## config.mk

```make
export PLATFORM = sky130hd
export DESIGN_NAME = cia_queue
export DESIGN_NICKNAME = d
export VERILOG_FILES = /design/src/design/cia_pkg.sv /design/src/design/cia_queue.sv
export SDC_FILE = /design/constraint.sdc
export NUM_CORES = 1
export LEC_CHECK = 0
export CORE_UTILIZATION = 35
export CTS_CLUSTER_SIZE = 30
export DETAILED_ROUTE_END_ITERATION = 10
export DONT_BUFFER_PORTS = 1
export PLACE_DENSITY = 0.5
export RECOVER_POWER = 100
export SLEW_MARGIN = 10
export SYNTH_ARGS = -nofsm -noshare
export SYNTH_HDL_FRONTEND = slang
export SYNTH_SLANG_ARGS = --single-unit
```

## constraint.sdc

```tcl
create_clock -name i_clk -period 7.7 [get_ports i_clk]
set_clock_uncertainty 0.05 [all_clocks]
set_input_delay 0.385 -clock i_clk [delete_from_list [all_inputs] [get_ports i_clk]]
set_output_delay 0.385 -clock i_clk [all_outputs]
set_load 0.02 [all_outputs]
```

## src/design/cia_pkg.sv

```systemverilog
`timescale 1ns / 1ps
// ----------------------------------------------------------------------------
// cia_pkg
// Shared constants and control types for the checked integer ALU.
// ----------------------------------------------------------------------------
package cia_pkg;

    localparam int CIA_WIDTH = 32;

    // operation codes
    localparam logic [1:0] CMD_ADD = 2'd0;
    localparam logic [1:0] CMD_SUB = 2'd1;
    localparam logic [1:0] CMD_MUL = 2'd2;
    localparam logic [1:0] CMD_DIV = 2'd3;

    // status codes
    localparam logic [1:0] ST_OK   = 2'd0;
    localparam logic [1:0] ST_OVF  = 2'd1;
    localparam logic [1:0] ST_DIV0 = 2'd2;

    // work kinds handed to the back end
    localparam logic [1:0] K_PASS = 2'd0;
    localparam logic [1:0] K_MUL  = 2'd1;
    localparam logic [1:0] K_DIV  = 2'd2;

    typedef struct packed {
        logic [1:0] kind;
        logic [1:0] status;
        logic       neg;
    } t_ctl;

endpackage

```

## src/design/cia_queue.sv

```systemverilog
`timescale 1ns / 1ps
// ----------------------------------------------------------------------------
// cia_queue
// Two-entry queue decoupling the classifier from the arithmetic pipeline.
// ----------------------------------------------------------------------------
module cia_queue #(
    parameter int WIDTH = 32
) (
    input  logic               i_clk,
    input  logic               i_rst_n,
    input  logic               i_valid,
    output logic               o_ready,
    input  cia_pkg::t_ctl      i_ctl,
    input  logic [WIDTH-1:0]   i_x,
    input  logic [WIDTH-1:0]   i_y,
    output logic               o_valid,
    input  logic               i_ready,
    output cia_pkg::t_ctl      o_ctl,
    output logic [WIDTH-1:0]   o_x,
    output logic [WIDTH-1:0]   o_y
);
    import cia_pkg::*;

    t_ctl             r_ctl [2];
    logic [WIDTH-1:0] r_x   [2];
    logic [WIDTH-1:0] r_y   [2];
    logic             r_wr, r_rd;
    logic [1:0]       r_count;
    logic             push, pop;

    assign o_ready = (r_count != 2'd2);
    assign o_valid = (r_count != 2'd0);
    assign push    = i_valid && o_ready;
    assign pop     = o_valid && i_ready;
    assign o_ctl   = r_ctl[r_rd];
    assign o_x     = r_x[r_rd];
    assign o_y     = r_y[r_rd];

    always_ff @(posedge i_clk) begin
        if (push) begin
            r_ctl[r_wr] <= i_ctl;
            r_x[r_wr]   <= i_x;
            r_y[r_wr]   <= i_y;
        end
    end

    always_ff @(posedge i_clk) begin
        if (!i_rst_n) begin
            r_wr    <= 1'b0;
            r_rd    <= 1'b0;
            r_count <= 2'd0;
        end else begin
            if (push) begin
                r_wr <= ~r_wr;
            end
            if (pop) begin
                r_rd <= ~r_rd;
            end
            r_count <= r_count + {1'b0, push} - {1'b0, pop};
        end
    end

endmodule

```

==> impl_metrics.json <==
{
  "hpwlAfterDp_um": 5080,
  "clock-sinks": 143,
  "clk_pin_slew_worst_paths_ns": 0.06,
  "post-route-drc-count": 0,
  "seq_power_share": 0.458,
  "setup_ws_ns": 3.63,
  "dieArea_um2": 15500,
  "ys.flop_type": "edfxtp_1",
  "fmax_ghz": 0.246,
  "holdWs_ns": 0.0506,
  "die_x_um": 125,
  "relSlewSlack": -1.25,
  "required_ns": 7.26,
  "insertion_delay_ns": 0.41,
  "vias": 2394,
  "p_sw_mw": 0.645,
  "pwr-share-comb": 0.182,
  "cellPowerDensity_nw_per_um2": 344,
  "htree_levels": 4,
  "worstMarginPinSlew_ns": 3.37,
  "cp.depth": 1,
  "endpoint_kind": "primary output",
  "core_um2": 14600,
  "netlist_area_um2": 5260,
  "drtIter0Drc": 110,
  "yosysMostFrequentCell": "edfxtp_1",
  "grt_max_degree": 70,
  "holdPathStages": 1,
  "grt_pass1_vias": 2622,
  "postSynthAreaPerCell_um2": 22.0,
  "finish.instance_area_um2": 6690,
  "ys_warn_count": 0,
  "p_leak_nw": 2.26,
  "post_drt_via_cell_ratio": 4.63,
  "violations": "capacitance limit, slew limit",
  "setup_viol": 0,
  "row_count": 44,
  "nFillCells": 1247,
  "synthTopCellsByCount": "edfxtp_1, mux2_2, mux2_4, buf_2, dfxtp_1",
  "area_delta_synth_final_pct": 27.3,
  "finalMaxSlewViolations": 160,
  "final_cells": 517,
  "ys_top_cells_by_area": "edfxtp_1, mux2_2, mux2_4",
  "synth_nets": 314,
  "worst_ep_arrival_time_ns": 3.64,
  "grt_first_pass_wirelength_um": 14300,
  "grt_overflow_total": 0,
  "place.gp.congestion": 0.653,
  "synth_cell_types": 19,
  "ys_seq_elements": 143,
  "wl_um": 9010,
  "cp-start-kind": "flop",
  "grt_setup_unrepaired": "false",
  "grtUsageTotal": 0.125,
  "period_needed_ns": 4.07,
  "yosysTopAreaCell": "edfxtp_1",
  "portBuffers": 0,
  "avgRoutedWirePerCell_um": 17.4,
  "min_period_over_period": 0.529,
  "seq_area_frac_synth": 0.808,
  "outcome": "complete, but fails checks",
  "busiest_layer": "met2",
  "drv_cap": 3,
  "final_net_count": 395,
  "post-route-util": 0.458,
  "synthArstFlopShare": 0,
  "initial_utilization": 0.360,
  "synth-edff-count": 138,
  "synth.top_cell.area_share": 0.789,
  "postCtsSetupBuffers": 0,
  "dp_cells": 416,
  "use_met3": 0.0717,
  "finalHoldViolCount": 0,
  "switching_share": 0.280,
  "drtPass1Iterations": 4,
  "cts_tree": "done",
  "root_buffer": "clkbuf_16",
  "synthesis.instances": 239,
  "layout-drive-gt1-share": 0.0961,
  "r2r-start": "r_count[0]$_SDFF_PN0_",
  "diodes": 0,
  "path_class": "flop to primary output",
  "met1_usage": 0.142,
  "reg2reg_slack_ns": 3.97,
  "power.share.clock": 0.360,
  "antenna_found_initial": 0,
  "clock_path_buffers": 2,
  "pre_cts_slack_ns": 5.13,
  "hold_path.class": "input pin to flop",
  "power.internal_mw": 1.66,
  "setup_tns_ns": 0,
  "r2r-end": "r_x[1][26]$_DFFE_PP_",
  "crit_family": "flip-flops",
  "ant_nets": 0,
  "crit_chain": "mux2_1",
  "die_y_um": 125,
  "cp_slowest_cell": "dfxtp_1",
  "worst_r2r_path_depth": 2,
  "place_area_um2": 5450,
  "ioPinCount": 144,
  "grt_util_met2": 0.191,
  "hold_end": "r_count[0]$_SDFF_PN0_",
  "min_from": "i_rst_n",
  "max-vdd-ir-drop_uv": 156,
  "power_mw": 2.30,
  "cp_max_fo": 69,
  "path_buf_inv": 0,
  "cts_made_buffers": 17,
  "max_stage_delay_ns": 2.58
}
## registers in the layout, indices dropped and copies added (netlist names), named ones only
register,flops
r_x,64
r_y,64
r_ctl,10
r_count,2
r_rd,1
r_wr,1
## cell families (layout without fill, tap and decap cells)
kind of cell / count (synthesis) / after routing / synth area share
mux: 70 / 70 / 0.157
compound gates: 1 / 1 / 0.00143
buf+inv: 9 / 103 / 0.0126
xor+xnor: 3 / 3 / 0.00500
flops: 143 / 143 / 0.808
fa+ha+maj: 2 / 2 / 0.00476
simple gates: 11 / 11 / 0.0117
## area by class of cell
class	instances	area, µm²	area share
Sequential cell	143	4240	0.634
Multi-Input combinational cell	87	911	0.136
Timing Repair Buffer	70	698	0.104
Clock buffer	18	429	0.0642
Tap cell	184	230	0.0344
Clock inverter	14	173	0.0258
Inverter	1	3.75	0.000561
## metal layers
| layer | up-vias | wire, µm | share of wire |
|---|---|---|---|
| met5 | - | 0 | 0 |
| met4 | 0 | 142 | 0.016 |
| met3 | 12 | 808 | 0.090 |
| met2 | 100 | 4270 | 0.47 |
| met1 | 1181 | 3790 | 0.42 |
| li1 | 1101 | - | - |
## layout by cell type (no fill, tap or decap)
cell type      instances
edfxtp_1             138
dlygate4sd3_1         69
mux2_1                68
clkbuf_16             17
clkinv_2               6
dfxtp_1                5
bufinv_16              4
xnor2_1                3
nand2b_1               2
nand2_1                2
nor2b_1                2
ha_1                   2
clkinv_1               2
clkinvlp_4             2
o21a_1                 1
or2_2                  1
mux2_4                 1
inv_1                  1
nor2_1                 1
and3_1                 1
and2_1                 1
mux2i_1                1
and2_0                 1
clkbuf_1               1
buf_4                  1
## worst max-delay path by stage
stage | start | end | slack (ns)
after floorplan | r_count[0]$_SDFF_PN0_ | r_ctl[0][0]$_DFFE_PP_ | 3.51
after global placement | r_count[0]$_SDFF_PN0_ | r_x[0][1]$_DFFE_PP_ | 5.17
after detailed placement | r_count[0]$_SDFF_PN0_ | r_x[0][26]$_DFFE_PP_ | 5.13
after CTS | r_count[0]$_SDFF_PN0_ | r_x[0][24]$_DFFE_PP_ | 5.12
after global routing | flop | o_y[31] | 3.28
final | flop | o_y[31] | 3.63
## power groups by stage
| stage | Sequential, mW | Clock, mW | Combinational [mW] |
|---|---|---|---|
| floorplan | 1.02 | 0 | 0.425 |
| global placement | 1.07 | 0 | 0.432 |
| detailed placement | 1.08 | 0 | 0.432 |
| CTS | 1.06 | 0.856 | 0.467 |
| global route | 1.07 | 0.889 | 0.448 |
| finish | 1.05 | 0.828 | 0.419 |
## repair_timing
| action | CTS | global route |
|---|---|---|
| hold buffers | 69 | 0 |
| hold endpoints to repair | 138 | 0 |
| resized for setup | 0 | 0 |
(Power assumes the default switching activity.)
