**config.mk**
```make
export PLATFORM = sky130hd
export DESIGN_NAME = cia_front_flat
export DESIGN_NICKNAME = d
export VERILOG_FILES = /design/src/design/cia_pkg.sv /design/src/design/cia_if.sv /design/src/design/cia_front.sv /design/src/flat_wrapper.sv
export SDC_FILE = /design/constraint.sdc
export NUM_CORES = 1
export LEC_CHECK = 0
export ABC_AREA = 1
export CAP_MARGIN = 25
export CORE_MARGIN = 2
export CORE_UTILIZATION = 55
export DETAILED_ROUTE_END_ITERATION = 8
export DONT_BUFFER_PORTS = 1
export PLACE_DENSITY_LB_ADDON = 0.3
export SYNTH_ARGS = -nofsm -noshare
export SYNTH_HDL_FRONTEND = slang
export SYNTH_SLANG_ARGS = --single-unit
```
**constraint.sdc**
```tcl
create_clock -name vclk -period 4.2
set_input_delay 0.42 -clock vclk [all_inputs]
set_output_delay 0.42 -clock vclk [all_outputs]
set_load 0.005 [all_outputs]
```
**src/design/cia_pkg.sv**
```systemverilog
`timescale 1ns / 1ps
// ----------------------------------------------------------------------------
// cia_pkg
// Shared constants and control types for the checked integer ALU.
// ----------------------------------------------------------------------------
package cia_pkg;

    localparam int CIA_WIDTH = 32;

    // operation codes
    localparam logic [1:0] CMD_ADD = 2'd0;
    localparam logic [1:0] CMD_SUB = 2'd1;
    localparam logic [1:0] CMD_MUL = 2'd2;
    localparam logic [1:0] CMD_DIV = 2'd3;

    // status codes
    localparam logic [1:0] ST_OK   = 2'd0;
    localparam logic [1:0] ST_OVF  = 2'd1;
    localparam logic [1:0] ST_DIV0 = 2'd2;

    // work kinds handed to the back end
    localparam logic [1:0] K_PASS = 2'd0;
    localparam logic [1:0] K_MUL  = 2'd1;
    localparam logic [1:0] K_DIV  = 2'd2;

    typedef struct packed {
        logic [1:0] kind;
        logic [1:0] status;
        logic       neg;
    } t_ctl;

endpackage

```
**src/design/cia_if.sv**
```systemverilog
`timescale 1ns / 1ps
// ----------------------------------------------------------------------------
// cia_if
// Request and response channel interfaces for the checked integer ALU.
// ----------------------------------------------------------------------------
interface cia_req_if #(parameter int WIDTH = 32);
    logic                    valid;
    logic                    ready;
    logic [1:0]              command;
    logic signed [WIDTH-1:0] a;
    logic signed [WIDTH-1:0] b;

    modport source (output valid, command, a, b, input ready);
    modport sink   (input valid, command, a, b, output ready);
endinterface


```
**src/design/cia_front.sv**
```systemverilog
`timescale 1ns / 1ps
// ----------------------------------------------------------------------------
// cia_front
// Classifies each request: finishes add, subtract and the special cases,
// and prepares operand magnitudes for the shared multiply/divide pipeline.
// ----------------------------------------------------------------------------
module cia_front #(
    parameter int WIDTH = 32
) (
    cia_req_if.sink            i_req,
    output logic               o_valid,
    input  logic               i_ready,
    output cia_pkg::t_ctl      o_ctl,
    output logic [WIDTH-1:0]   o_x,
    output logic [WIDTH-1:0]   o_y
);
    import cia_pkg::*;

    localparam logic [WIDTH-1:0] MIN_INT = {1'b1, {(WIDTH-1){1'b0}}};
    localparam logic [WIDTH-1:0] ALL_ONE = {WIDTH{1'b1}};

    logic [WIDTH-1:0] a, b, sum, dif, ma, mb;
    logic             sa, sb, add_ovf, sub_ovf;

    assign a       = i_req.a;
    assign b       = i_req.b;
    assign sa      = a[WIDTH-1];
    assign sb      = b[WIDTH-1];
    assign sum     = a + b;
    assign dif     = a - b;
    assign add_ovf = (sa == sb) && (sum[WIDTH-1] != sa);
    assign sub_ovf = (sa != sb) && (dif[WIDTH-1] != sa);
    assign ma      = sa ? ({WIDTH{1'b0}} - a) : a;
    assign mb      = sb ? ({WIDTH{1'b0}} - b) : b;

    assign o_valid     = i_req.valid;
    assign i_req.ready = i_ready;

    always_comb begin
        o_ctl.kind   = K_PASS;
        o_ctl.status = ST_OK;
        o_ctl.neg    = sa ^ sb;
        o_x          = '0;
        o_y          = '0;
        case (i_req.command)
            CMD_ADD: begin
                if (add_ovf) begin
                    o_ctl.status = ST_OVF;
                end else begin
                    o_x = sum;
                end
            end
            CMD_SUB: begin
                if (sub_ovf) begin
                    o_ctl.status = ST_OVF;
                end else begin
                    o_x = dif;
                end
            end
            CMD_MUL: begin
                if (a == '0 || b == '0) begin
                    o_x = '0;
                end else if (a == ALL_ONE) begin
                    // negate the other operand
                    if (b == MIN_INT) begin
                        o_ctl.status = ST_OVF;
                    end else begin
                        o_x = {WIDTH{1'b0}} - b;
                    end
                end else if (b == ALL_ONE) begin
                    if (a == MIN_INT) begin
                        o_ctl.status = ST_OVF;
                    end else begin
                        o_x = {WIDTH{1'b0}} - a;
                    end
                end else begin
                    o_ctl.kind = K_MUL;
                    o_x        = mb;
                    o_y        = ma;
                end
            end
            default: begin
                if (b == '0) begin
                    o_ctl.status = ST_DIV0;
                end else if (b == ALL_ONE) begin
                    if (a == MIN_INT) begin
                        o_ctl.status = ST_OVF;
                    end else begin
                        o_x = {WIDTH{1'b0}} - a;
                    end
                end else begin
                    o_ctl.kind = K_DIV;
                    o_x        = ma;
                    o_y        = mb;
                end
            end
        endcase
    end

endmodule

```
**src/flat_wrapper.sv**
```systemverilog
// flat-port wrapper written by rule: the top's interface ports become plain ports
module cia_front_flat import cia_pkg::*;
#(
    parameter int WIDTH = 32
)
  (o_valid, i_ready, o_ctl, o_x, o_y, i_req_valid, i_req_command, i_req_a, i_req_b, i_req_ready);
  cia_req_if #(.WIDTH(WIDTH)) i_req_i ();
  output logic o_valid;
  input  logic i_ready;
  output cia_pkg::t_ctl o_ctl;
  output logic [WIDTH-1:0] o_x;
  output logic [WIDTH-1:0] o_y;
  input wire logic [$bits(i_req_i.valid)-1:0] i_req_valid;
  input wire logic [$bits(i_req_i.command)-1:0] i_req_command;
  input wire logic [$bits(i_req_i.a)-1:0] i_req_a;
  input wire logic [$bits(i_req_i.b)-1:0] i_req_b;
  output wire logic [$bits(i_req_i.ready)-1:0] i_req_ready;
  assign i_req_i.valid = i_req_valid;
  assign i_req_i.command = i_req_command;
  assign i_req_i.a = i_req_a;
  assign i_req_i.b = i_req_b;
  assign i_req_ready = i_req_i.ready;
  cia_front #(.WIDTH(WIDTH)) u_core (.i_req(i_req_i), .o_valid(o_valid), .i_ready(i_ready), .o_ctl(o_ctl), .o_x(o_x), .o_y(o_y));
endmodule
```
==> summary.txt <==
STA
  • Final hold vios: 0
  • RSZ-0062 raised after global routing: false
  • Min Clock Period, post-route: 3.57 ns
  • Max-slew violations: 0
  • Setup violators final: 0
  • Fmax: 0.280 GHz
  • Fin crit share: 85.0%
  • Slew of the pin with the lowest slew margin: 0.885 ns
  • Post-route setup TNS: 0 ns
  • Max_slew headroom: 40.6%

Floorplan
  • Row count: 51
  • Die ar.: 0.0209 sq mm
  • Initial Utilization: 55.9%
  • Die W: 144 um
  • Core region area: 0.0194 sq mm
  • Die height: 144 um
  • IO Count: 139

Layout
  • FILL cells: 2235
  • Final core occ: 55.4%
  • Final net count: 2260
  • Share of layout cells above drive strength 1: 5.52%
  • FF/Latch Area: 0 sq um
  • Final std cells w/o fill: 2385
  • Sequential cells: 0
  • # diodes: 0
  • Area Growth Syn to Fin: -0.934%
  • Clkbuf count: 0

Placed design
  • Port bufs: 0
  • Placed cell count: 2385
  • Dpl hpwl: 41700 um
  • Final GP Congestion: 1.13

Power
  • Pleak: 5.67 nW
  • Net Sw Frac: 70.3%
  • Cell Int Power: 363 uW
  • Clock power frac: 0%
  • Peak VDD IR: 0.0561 mV
  • Net Switching: 861 uW
  • Combinational power share: 100.0%
  • Sequential power share: 0%
  • Power density cells: 114 mW/mm^2

Yosys
  • Seq/Total Area, Yosys: 0%
  • Cells after Synth: 2192
  • Yosys top cell by area: nand2_1
  • Synth top area cells: nand2_1, nand3_1, inv_1, ha_1, nor2_1
  • Post-Syn Nets: 2330
  • YS warnings: 0
  • Share of the synthesized area in the top cell type: 26.7%
  • Mean post-synth cell area: 4.95 sq um
  • Cell Area, Synth: 0.0108 sq mm
  • Post-synth cell types: 54

Clock tree
  • # hold bufs at CTS: 0
  • Post-CTS sizing: 0
  • Post-CTS setup buffer count: 0

Routing
  • ANT nets after route: 0
  • Via count: 15000
  • 1st-pass router iterations: 7
  • Initial DRC Count: 2038
  • Via density per instance: 6.30
  • Final wirelength: 51100 um
  • DR WL/cell: 21.4 um
  • # DRC: 0

Global routing
  • Total global-route track usage: 47.2%
  • Global-route wire length before repair: 74800 um
  • Initial antenna violation count: 0
  • Largest net degree at the start of global routing: 46
  • Vias in the first global route: 13500
  • Grt total ovfl: 0

Worst hold path
  • Hold WC Path Type: input port to output port
  • Hold path depth: 0

Run
  • Max-cap violation count: 0

Setup path
  • Setup crit start kind: input port
  • CP required: 3.78 ns
  • CP Class: input port to output port
  • CP arrival: 3.15 ns
  • Element type at the critical path end: output port
  • Worst-path maximum fanout: 45

Outcome
  • Status: finished, final reports clean
==> cells by family (layout without fill, tap and decap cells) <==
logic type	count (synthesis)	count (layout)	share of synthesized area, %
simple gates	1517	1517	63.5
buf+inv	367	295	14.6
compound gates	199	199	10.6
fa+ha+maj	70	70	8.21
xor+xnor	39	39	3.15
==> cells in the mapped netlist (6+ instances only) <==
| library cell | number |
|---|---|
| o21ai_0 | 75 |
| nand2_1 | 772 |
| nor3_1 | 32 |
| nor2_1 | 207 |
| xor2_1 | 37 |
| nand2_2 | 12 |
| nand3_1 | 300 |
| buf_1 | 6 |
| inv_2 | 13 |
| buf_6 | 15 |
| buf_4 | 13 |
| nor2_2 | 18 |
| o21bai_1 | 11 |
| a21oi_1 | 53 |
| and2_1 | 22 |
| o21ai_1 | 29 |
| ha_1 | 68 |
| nand3_2 | 19 |
| buf_2 | 32 |
| nand4_1 | 82 |
| o211ai_2 | 6 |
| clkbuf_1 | 13 |
| inv_1 | 270 |
| nand3b_1 | 11 |
| nor2_4 | 13 |
==> per-stage QoR <==
stage	worst slack (ns)	instance area (sq um)	hold WS, ns	power [mW]
after floorplan	1.60	10800	0.921	0.911
after global placement	1.02	10700	0.840	1.15
after detailed placement	0.991	10700	0.840	1.17
after CTS	0.984	10700	0.840	1.17
after global routing	0.646	10700	0.840	1.33
final	0.629	10700	0.840	1.22
==> layout make-up <==
type | count | area (sq um) | share of cell area [%]
Multi-Input combinational cell | 1825 | 9270 | 86.2
Tap cell | 265 | 332 | 3.09
Timing Repair Buffer | 10 | 75.1 | 0.699
Inverter | 285 | 1070 | 9.98
==> critical path, cell delays in order <==
cell and delay (ns):
nand4_1 0.28, inv_1 0.08, nand2_1 0.07, nor2_1 0.06, nand2_1 0.07, buf_4 0.26, clkinv_1 0.56, buf_4 0.41
o21ai_0 0.69, nand4_1 0.22
==> metal layers <==
metal / wire [um] / GRT usage [%] / vias up / share of wire (%)
li1: - / - / 6924 / -
met1: 18700 / 59.1 / 6614 / 37
met2: 20200 / 69.1 / 1238 / 40
met3: 7910 / 15.8 / 261 / 15
met4: 4240 / 30.1 / 0 / 8.3
met5: 0 / 0 / - / 0
==> cells in the final DEF, fill, tap and decap left out, types with 3 or more instances in the layout <==
master and n:
nor3_1 32, o21a_1 4, o211ai_1 5, nor3_2 3, o21ai_1 29, nand2_2 12, nand4_1 82, nand3_2 19
nand2_4 5, buf_4 10, xor2_1 37, nor2_2 20, nand2_1 772, nor2_1 205, nand3b_1 11, and2_1 22
nor2_4 13, inv_2 13, and3_1 3, nand3_1 300, a21oi_1 53, or2_2 4, a21o_1 3, o21bai_1 11
o2bb2ai_1 3, o21ai_0 75, inv_1 270, ha_1 68, o211ai_2 6, o22ai_1 3
==> final timing paths <==
kind	startpoint	to
min	i_req_valid	o_valid
max	i_req_b[31]	o_x[27]
==> power groups by stage <==
stage	sequential (mW)	combinational (mW)	clock, mW
finish	0	1.22	0
global route	0	1.33	0
CTS	0	1.17	0
detailed placement	0	1.17	0
global placement	0	1.15	0
floorplan	0	0.911	0
Note: power is estimated with default switching activity, not from simulation.
